$ cat src/sv/art_pkg.sv
package art_pkg;

    localparam int MaxRegions = 16;
    localparam int PageBits   = 12;
    localparam int SlotBits   = $clog2(MaxRegions);
    localparam logic [31:0] PageSize = 32'd1 << PageBits;
    localparam logic [31:0] PageMask = PageSize - 32'd1;
    localparam logic [2:0]  FullRights = 3'd7;

    localparam logic [2:0] CmdRegion = 3'd0;
    localparam logic [2:0] CmdStack  = 3'd1;
    localparam logic [2:0] CmdHeap   = 3'd2;
    localparam logic [2:0] CmdBrk    = 3'd3;
    localparam logic [2:0] CmdCheck  = 3'd4;

    localparam logic [2:0] StOk      = 3'd0;
    localparam logic [2:0] StOverlap = 3'd1;
    localparam logic [2:0] StFull    = 3'd2;
    localparam logic [2:0] StHeapHit = 3'd3;
    localparam logic [2:0] StNoDef   = 3'd4;
    localparam logic [2:0] StNotFnd  = 3'd5;

    typedef enum logic [1:0] {
        S_IDLE,
        S_SCAN,
        S_DONE
    } t_state;

    // one table entry as it travels along the chain
    typedef struct packed {
        logic        used;
        logic [31:0] base;
        logic [31:0] top;
        logic [2:0]  rights;
    } t_entry;

    function automatic logic [31:0] round_up(input logic [31:0] v);
        round_up = (v + PageMask) & ~PageMask;
    endfunction

    function automatic logic overlaps(input logic [31:0] b1, input logic [31:0] t1,
                                      input logic [31:0] b2, input logic [31:0] t2);
        overlaps = !(((b1 < b2) && (t1 <= b2)) || ((b1 >= t2) && (t1 >= t2)));
    endfunction

endpackage

$ cat src/sv/art_cell.sv
module art_cell
    import art_pkg::*;
(
    input  logic   i_clk,
    input  logic   i_rst_n,
    input  logic   i_shift,
    input  t_entry i_prev,
    output t_entry o_entry
);

    t_entry r_entry;

    always_ff @(posedge i_clk) begin
        if (!i_rst_n) begin
            r_entry.used <= 1'b0;
        end else if (i_shift) begin
            r_entry.used <= i_prev.used;
        end
        if (i_shift) begin
            r_entry.base   <= i_prev.base;
            r_entry.top    <= i_prev.top;
            r_entry.rights <= i_prev.rights;
        end
    end

    assign o_entry = r_entry;

endmodule

$ cat src/sv/address_region_table_unit.sv
// Command unit for a table of page-aligned address regions with one stack and one heap.
// A command is taken when i_start is high and o_busy low; one result follows on
// o_valid for a single cycle and cannot be held off by the receiver. The table is a
// chain of MaxRegions cells, newest entry at the head; for every command the chain
// rotates once past a single compare stage (S_SCAN), then S_DONE resolves the command,
// updates the table, stack and heap (an insertion shifts the new entry in at the head)
// and loads the output registers. The result is therefore registered and shown while
// the unit is back in S_IDLE, for every command alike, and the next command can be
// taken at the same edge that transfers the result.
module address_region_table_unit
    import art_pkg::*;
(
    input  logic        i_clk,
    input  logic        i_rst_n,
    input  logic        i_start,
    input  logic [2:0]  i_cmd,
    input  logic [31:0] i_addr,
    input  logic [31:0] i_size,
    input  logic [2:0]  i_rights,
    output logic        o_busy,
    output logic        o_valid,
    output logic [2:0]  o_status,
    output logic [31:0] o_value,
    output logic [2:0]  o_rights_out,
    output logic        o_in_bounds
);

    t_entry cells [MaxRegions];
    t_entry feed;
    t_entry tail;
    t_entry new_entry;
    logic   shift;
    logic   ins;
    logic   fin;

    t_state r_state, n_state;
    logic [2:0]          r_cmd;
    logic [31:0]         r_addr, r_size, r_b, r_t, r_g;
    logic [2:0]          r_rights;
    logic [SlotBits-1:0] r_step;
    logic                r_clash, r_found, r_zhit;
    logic [31:0]         r_ftop, r_hmax;
    logic [2:0]          r_frights;
    logic [31:0]         r_sb, r_st, r_hb, r_ht;
    logic                r_sdef, r_hdef;
    logic                r_ovalid, r_oinb;
    logic [2:0]          r_ostatus, r_orights;
    logic [31:0]         r_ovalue;

    logic        full;
    logic [31:0] hnew, a_end, top_sel, n_ht;
    logic        hit_stack, hit_heap;
    logic [2:0]  n_status, n_rights;
    logic [31:0] n_value;
    logic        n_inb;
    logic        set_stack, set_heap, set_ht;

    genvar gi;
    generate
        for (gi = 0; gi < MaxRegions; gi++) begin : g_cell
            if (gi == 0) begin : g_head
                art_cell u_cell (.i_clk(i_clk), .i_rst_n(i_rst_n), .i_shift(shift),
                                 .i_prev(feed), .o_entry(cells[gi]));
            end else begin : g_body
                art_cell u_cell (.i_clk(i_clk), .i_rst_n(i_rst_n), .i_shift(shift),
                                 .i_prev(cells[gi-1]), .o_entry(cells[gi]));
            end
        end
    endgenerate

    // oldest entries reach the tail first, so the last match is the newest
    assign tail  = cells[MaxRegions-1];
    assign fin   = (r_step == SlotBits'(MaxRegions - 1));
    assign shift = (r_state == S_SCAN) || ins;
    assign feed  = ins ? new_entry : tail;

    // resolve the command once the chain is back at rest
    always_comb begin
        full      = cells[MaxRegions-1].used;
        hnew      = round_up(r_hmax);
        a_end     = r_addr + r_size;
        hit_stack = r_sdef && (r_sb <= r_addr) && (r_addr < r_st);
        hit_heap  = r_hdef && (r_hb <= r_addr) && (r_addr < r_ht);
        n_status  = StOk;
        n_value   = '0;
        n_rights  = '0;
        n_inb     = 1'b0;
        top_sel   = '0;
        ins       = 1'b0;
        new_entry = '0;
        set_stack = 1'b0;
        set_heap  = 1'b0;
        set_ht    = 1'b0;
        n_ht      = r_ht;
        if (r_state == S_DONE) begin
            case (r_cmd)
                CmdRegion: begin
                    if (full) begin
                        n_status = StFull;
                    end else if (r_clash || (r_sdef && overlaps(r_b, r_t, r_sb, r_st))) begin
                        n_status = StOverlap;
                    end else begin
                        ins              = 1'b1;
                        new_entry.used   = 1'b1;
                        new_entry.base   = r_b;
                        new_entry.top    = r_t;
                        new_entry.rights = r_rights;
                    end
                end
                CmdStack: begin
                    if (full) begin
                        n_status = StFull;
                    end else if (r_clash || (r_sdef && (overlaps(r_b, r_t, r_sb, r_st) ||
                                                        overlaps(r_g, r_b, r_sb, r_st)))) begin
                        n_status = StOverlap;
                    end else begin
                        // guard page below the stack, no rights
                        ins              = 1'b1;
                        new_entry.used   = 1'b1;
                        new_entry.base   = r_g;
                        new_entry.top    = r_b;
                        new_entry.rights = 3'd0;
                        set_stack        = 1'b1;
                    end
                end
                CmdHeap: begin
                    if (!r_sdef) begin
                        n_status = StNoDef;
                    end else if (hnew > r_sb) begin
                        n_status = StHeapHit;
                    end else if (overlaps(hnew, hnew, r_sb, r_st) ||
                                 (hnew == '0 && r_zhit)) begin
                        // a non-wrapped heap base is at or above every table top
                        n_status = StOverlap;
                    end else begin
                        set_heap = 1'b1;
                    end
                end
                CmdBrk: begin
                    if (!r_hdef) begin
                        n_status = StNoDef;
                    end else if (r_addr == '0) begin
                        n_value = r_ht;
                    end else if (r_addr < r_hb) begin
                        set_ht  = 1'b1;
                        n_ht    = r_hb;
                        n_value = r_hb;
                    end else if (r_clash || (r_sdef && overlaps(r_hb, r_addr, r_sb, r_st))) begin
                        n_status = StOverlap;
                    end else begin
                        set_ht  = 1'b1;
                        n_ht    = r_addr;
                        n_value = r_addr;
                    end
                end
                CmdCheck: begin
                    if (hit_stack) begin
                        top_sel  = r_st;
                        n_rights = FullRights;
                    end else if (hit_heap) begin
                        top_sel  = r_ht;
                        n_rights = FullRights;
                    end else if (r_found) begin
                        top_sel  = r_ftop;
                        n_rights = r_frights;
                    end
                    if (hit_stack || hit_heap || r_found)
                        n_inb = (a_end < top_sel);
                    else
                        n_status = StNotFnd;
                end
                default: ;
            endcase
        end
    end

    always_ff @(posedge i_clk) begin
        if (!i_rst_n) begin
            r_state <= S_IDLE;
        end else begin
            r_state <= n_state;
        end
    end

    always_comb begin
        n_state = r_state;
        case (r_state)
            S_IDLE: if (i_start) n_state = S_SCAN;
            S_SCAN: if (fin) n_state = S_DONE;
            S_DONE: n_state = S_IDLE;
            default: n_state = S_IDLE;
        endcase
    end

    always_ff @(posedge i_clk) begin
        if (!i_rst_n) begin
            r_sdef   <= 1'b0;
            r_hdef   <= 1'b0;
            r_ovalid <= 1'b0;
            r_sb     <= '0;
            r_st     <= '0;
            r_hb     <= '0;
            r_ht     <= '0;
        end else begin
            r_ovalid <= (r_state == S_DONE);
            if (set_stack) begin
                r_sb   <= r_b;
                r_st   <= r_t;
                r_sdef <= 1'b1;
            end
            if (set_heap) begin
                r_hb   <= hnew;
                r_ht   <= hnew;
                r_hdef <= 1'b1;
            end else if (set_ht) begin
                r_ht <= n_ht;
            end
        end
    end

    always_ff @(posedge i_clk) begin
        if (r_state == S_IDLE && i_start) begin
            r_cmd     <= i_cmd;
            r_addr    <= i_addr;
            r_size    <= i_size;
            r_rights  <= i_rights;
            r_step    <= '0;
            r_clash   <= 1'b0;
            r_found   <= 1'b0;
            r_zhit    <= 1'b0;
            r_hmax    <= PageSize;
            r_ftop    <= '0;
            r_frights <= '0;
            case (i_cmd)
                CmdRegion: begin
                    r_b <= i_addr & ~PageMask;
                    r_t <= (i_addr & ~PageMask) + round_up(i_size);
                    r_g <= '0;
                end
                CmdStack: begin
                    r_t <= i_addr & ~PageMask;
                    r_b <= (i_addr & ~PageMask) - round_up(i_size);
                    r_g <= (i_addr & ~PageMask) - round_up(i_size) - PageSize;
                end
                default: begin
                    r_b <= r_hb;
                    r_t <= i_addr;
                    r_g <= '0;
                end
            endcase
        end
        if (r_state == S_SCAN) begin
            r_step <= r_step + SlotBits'(1);
            if (tail.used) begin
                if (overlaps(r_b, r_t, tail.base, tail.top) ||
                    (r_cmd == CmdStack && overlaps(r_g, r_b, tail.base, tail.top)))
                    r_clash <= 1'b1;
                if (tail.top > r_hmax)
                    r_hmax <= tail.top;
                if (tail.base == '0 && tail.top != '0)
                    r_zhit <= 1'b1;
                if (tail.base <= r_addr && r_addr < tail.top) begin
                    r_found   <= 1'b1;
                    r_ftop    <= tail.top;
                    r_frights <= tail.rights;
                end
            end
        end
        if (r_state == S_DONE) begin
            r_ostatus <= n_status;
            r_ovalue  <= n_value;
            r_orights <= n_rights;
            r_oinb    <= n_inb;
        end
    end

    assign o_busy       = (r_state != S_IDLE);
    assign o_valid      = r_ovalid;
    assign o_status     = r_ostatus;
    assign o_value      = r_ovalue;
    assign o_rights_out = r_orights;
    assign o_in_bounds  = r_oinb;

endmodule

$ cat config.mk
export PLATFORM = sky130hd
export DESIGN_NAME = address_region_table_unit
export DESIGN_NICKNAME = d
export VERILOG_FILES = /design/src/sv/art_pkg.sv /design/src/sv/art_cell.sv /design/src/sv/address_region_table_unit.sv
export SDC_FILE = /design/constraint.sdc
export NUM_CORES = 2
export LEC_CHECK = 0
export BUFFER_PORTS_ARGS = -buffer_cell sky130_fd_sc_hd__buf_4
export CAP_MARGIN = 15
export CORE_ASPECT_RATIO = 1.2
export CORE_MARGIN = 2
export CORE_UTILIZATION = 56
export CTS_CLUSTER_DIAMETER = 50
export CTS_CLUSTER_SIZE = 14
export DETAILED_ROUTE_END_ITERATION = 12
export GPL_TIMING_DRIVEN = 0
export PLACE_DENSITY = 0.75
export SLEW_MARGIN = 20
export SYNTH_ARGS = -nofsm -noshare
export SYNTH_HDL_FRONTEND = slang
export SYNTH_HIERARCHICAL = 1
export SYNTH_SLANG_ARGS = --single-unit
$ cat constraint.sdc
create_clock -name i_clk -period 39.8 [get_ports i_clk]
set_input_delay 3.98 -clock i_clk [delete_from_list [all_inputs] [get_ports i_clk]]
set_output_delay 3.98 -clock i_clk [all_outputs]
set_load 0.01 [all_outputs]
==> results.sh <==
export IMPL_yosys_warnings=6
export IMPL_maxCapViolCount=0
export IMPL_cellPowerDensity_mw_per_mm2=46.5
export IMPL_finalSetupTns_ns=0
export IMPL_grt_overflow=0
export IMPL_antenna_found_initial=5
export IMPL_hp_class="flip-flop to flip-flop"
export IMPL_syn_area_mm2=0.0666
export IMPL_switching_share=0.248
export IMPL_finalHoldViolCount=0
export IMPL_core_area_mm2=0.118
export IMPL_cts_sinks=1452
export IMPL_ys_types=87
export IMPL_fmax_mhz=118
export IMPL_cp_num_buf_inv=2
export IMPL_die_y_um=382
export IMPL_synth_top_family_by_area="adder cells"
export IMPL_final_area_mm2=0.0746
export IMPL_cp_arrival_ns=8.97
export IMPL_grt_pass1_wl_um=273000
export IMPL_hpwl_um=138000
export IMPL_grt_max_degree=84
export IMPL_synth_area_leader_cell="edfxtp_1"
export IMPL_ys_ff_latch=1452
export IMPL_final_util=0.632
export IMPL_r2r_start="r_addr[27]"
export IMPL_holdBufCountCts=0
export IMPL_synth_flop_cell="edfxtp_1"
export IMPL_dp_slack_ns=30.62
export IMPL_port_buffers=113
export IMPL_cp_top_family="simple AND/OR/NAND/NOR gates"
export IMPL_synth_mux_area_frac=0.0226
export IMPL_drive_gt1_frac=0.0794
export IMPL_synth_cells=4996
export IMPL_worstPathCellList="buf_4 > nand4_1 > a311oi_1 > nand3_1 > nor2_1 > xor2_1 > ha_1 > clkbuf_1 > or2_2 > a2111oi_0 > o21ai_0 > nand3b_1 > xnor2_1 > nand4_1 > nor4b_2 > nand4b_1 > xor2_1 > nor2_1"
export IMPL_pwr_share_clk=0.385
export IMPL_cp_slowest_cell="a311oi_1"
export IMPL_synth_edf_count=1257
export IMPL_critPathRequiredTime_ns=40.30
export IMPL_first_pass_iters=6
export IMPL_via_count=41700
export IMPL_synth_xor_area_frac=0.0151
export IMPL_rsz0062_at_grt="no"
export IMPL_fp_row_count=138
export IMPL_io_pins=114
export IMPL_fin_crit_sh=0.213
export IMPL_startpoint="i_size[13]"
export IMPL_vias_per_cell=6.05
export IMPL_slew_violations=0
export IMPL_first_iter_violations=3644
export IMPL_setup_viol=0
export IMPL_gp_congestion=0.974
export IMPL_startpoint_type="input port"
export IMPL_intPower_mw=2.61
export IMPL_post_drt_wl_per_cell_um=27.2
export IMPL_drc=0
export IMPL_ir_worst_vdd_uv=40.0
export IMPL_die_area_mm2=0.122
export IMPL_synth_adder_area_share=0.124
export IMPL_cts_resized=0
export IMPL_async_reset_ff_frac=0
export IMPL_routed_wl_um=187000
export IMPL_area_delta_synth_final_pct=12.0
export IMPL_clock_skew_ns=0.0396
export IMPL_dpl_cell_count=6672
export IMPL_power_frac_seq=0.526
export IMPL_cp_max_fo=8
export IMPL_placed_area_mm2=0.0700
export IMPL_drtAntennaViolNets=0
export IMPL_initial_core_util=0.565
export IMPL_crit_path_max_incr_delay_ns=0.78
export IMPL_die_width_um=319
export IMPL_clkTransAtPathRegs_ns=0.07
export IMPL_synth_area_top_cells="edfxtp_1, ha_1, dfxtp_1, a21oi_1, mux2i_1"
export IMPL_power_leakage_nw=27.5
export IMPL_worstHoldStart="g_cell[13].g_body.u_cell/o_entry[46]"
export IMPL_synth_top_area_frac=0.567
export IMPL_grt_pass1_vias=42100
export IMPL_status="completed"
export IMPL_final_cell_mix="edfxtp_1, ha_1, nand2_1"
export IMPL_cts_buffers=148
export IMPL_cts_max_level=4
export IMPL_min_period_ns=8.47
export IMPL_tightest_slew_ns=1.26
export IMPL_ys_seq_area_frac=0.626
export IMPL_cts_root_buf="clkbuf_16"
export IMPL_crit_type="input port to flip-flop"
export IMPL_final_common_cell="edfxtp_1"
export IMPL_relSlewSlack=0.152
export IMPL_gr_usage_all_layers=0.310
export IMPL_layout_setup_ws_ns=31.33
export IMPL_avgSynthCellArea_um2=13.3
export IMPL_final_cells=6899
export IMPL_cp_end_kind="flip-flop"
export IMPL_p_sw_mw=0.858
export IMPL_syn_num_nets=5726
export IMPL_combPwrFrac=0.088
export IMPL_cts_buffer_depth=3
export IMPL_post_cts_setup_buffer_count=0
export IMPL_synthSimpleGateAreaFrac=0.0879
export IMPL_cts_tree="yes"
export IMPL_clkLatencyLatePin_ns=0.78
export IMPL_finalNetCount=6012
export IMPL_synth_compound_area_share=0.0986
## state kept, by name (all words and copies together) (netlist names), 4 cells and up
register,cells
r_hb,20
g_cell.g_body.u_cell/o_entry,1020
r_sb,20
r_addr,32
r_size,32
r_st,32
r_g,20
r_t,32
o_value,32
r_step,4
r_b,20
r_hmax,32
r_ht,32
g_cell.g_head.u_cell/o_entry,68
r_ftop,32
## path summary, 6_finish.rpt
| path | end | slack, ns | cells after the start |
|---|---|---|---|
| worst max register to register | o_in_bounds | 31.39 | 20 |
| worst max-delay path | r_g[31] | 31.33 | 18 |
| worst min register to register | g_cell[14].g_body.u_cell/o_entry[46] | 0.41 | 0 |
| worst min-delay path | g_cell[14].g_body.u_cell/o_entry[46] | 0.41 | 0 |
## metal layers
layer | up-vias | share of wire | track usage
li1 | 19400 | - | -
met1 | 20400 | 0.41 | 0.394
met2 | 1426 | 0.48 | 0.509
met3 | 449 | 0.047 | 0.0372
met4 | 2 | 0.068 | 0.196
met5 | - | 0.000037 | 0
## Yosys cell counts, drive strengths merged, types with 13 or more instances
cell and instances:
mux2i 147, o21a 29, a21o 192, or3 31, a2111oi 13, and3 16
a22o 16, o2bb2ai 42, a21oi 299, nor4 64, nand3 96, edfxtp 1257
buf 26, nor2 206, a211oi 20, xnor2 80, or2 35, o21ai 188
xor2 35, nand4 124, and2 33, a31oi 40, o211ai 29, nor2b 65
a22oi 55, clkbuf 110, nor3 47, nand2 365, a41oi 13, inv 296
ha 654, nand2b 58, dfxtp 195
## cell type report
cell class | count | area [µm²]
timing repair buffer | 136 | 1430
sequential | 1452 | 41600
tap | 1540 | 1930
buffer | 136 | 634
clock buffer | 171 | 3860
inverter | 298 | 1130
fill | 8801 | 43300
multi-input combinational | 3110 | 23200
clock inverter | 53 | 724
antenna | 3 | 7.51
## stage by stage
step                      hold WS [ns]  power, mW
after global routing             0.413       3.59
after CTS                        0.409       3.49
final                            0.408       3.47
after global placement           0.401       2.28
after floorplan                  0.400       2.13
after detailed placement         0.405       2.15
## power groups by stage
| stage | sequential (mW) | combinational [mW] | clock, mW |
|---|---|---|---|
| global route | 1.83 | 0.344 | 1.42 |
| detailed placement | 1.85 | 0.303 | 0 |
| floorplan | 1.92 | 0.212 | 0 |
| finish | 1.82 | 0.307 | 1.34 |
| CTS | 1.82 | 0.305 | 1.36 |
| global placement | 1.99 | 0.287 | 0 |
## logic make-up (layout without fill, tap and decap cells)
| group | Yosys count | in the layout |
|---|---|---|
| compound gates | 1014 | 1014 |
| xor+xnor | 115 | 115 |
| fa+ha+maj | 657 | 657 |
| buf+inv | 434 | 794 |
| flops | 1452 | 1452 |
| mux | 150 | 150 |
| other cells | 0 | 3 |
| simple gates | 1174 | 1174 |
(Power assumes the default switching activity.)
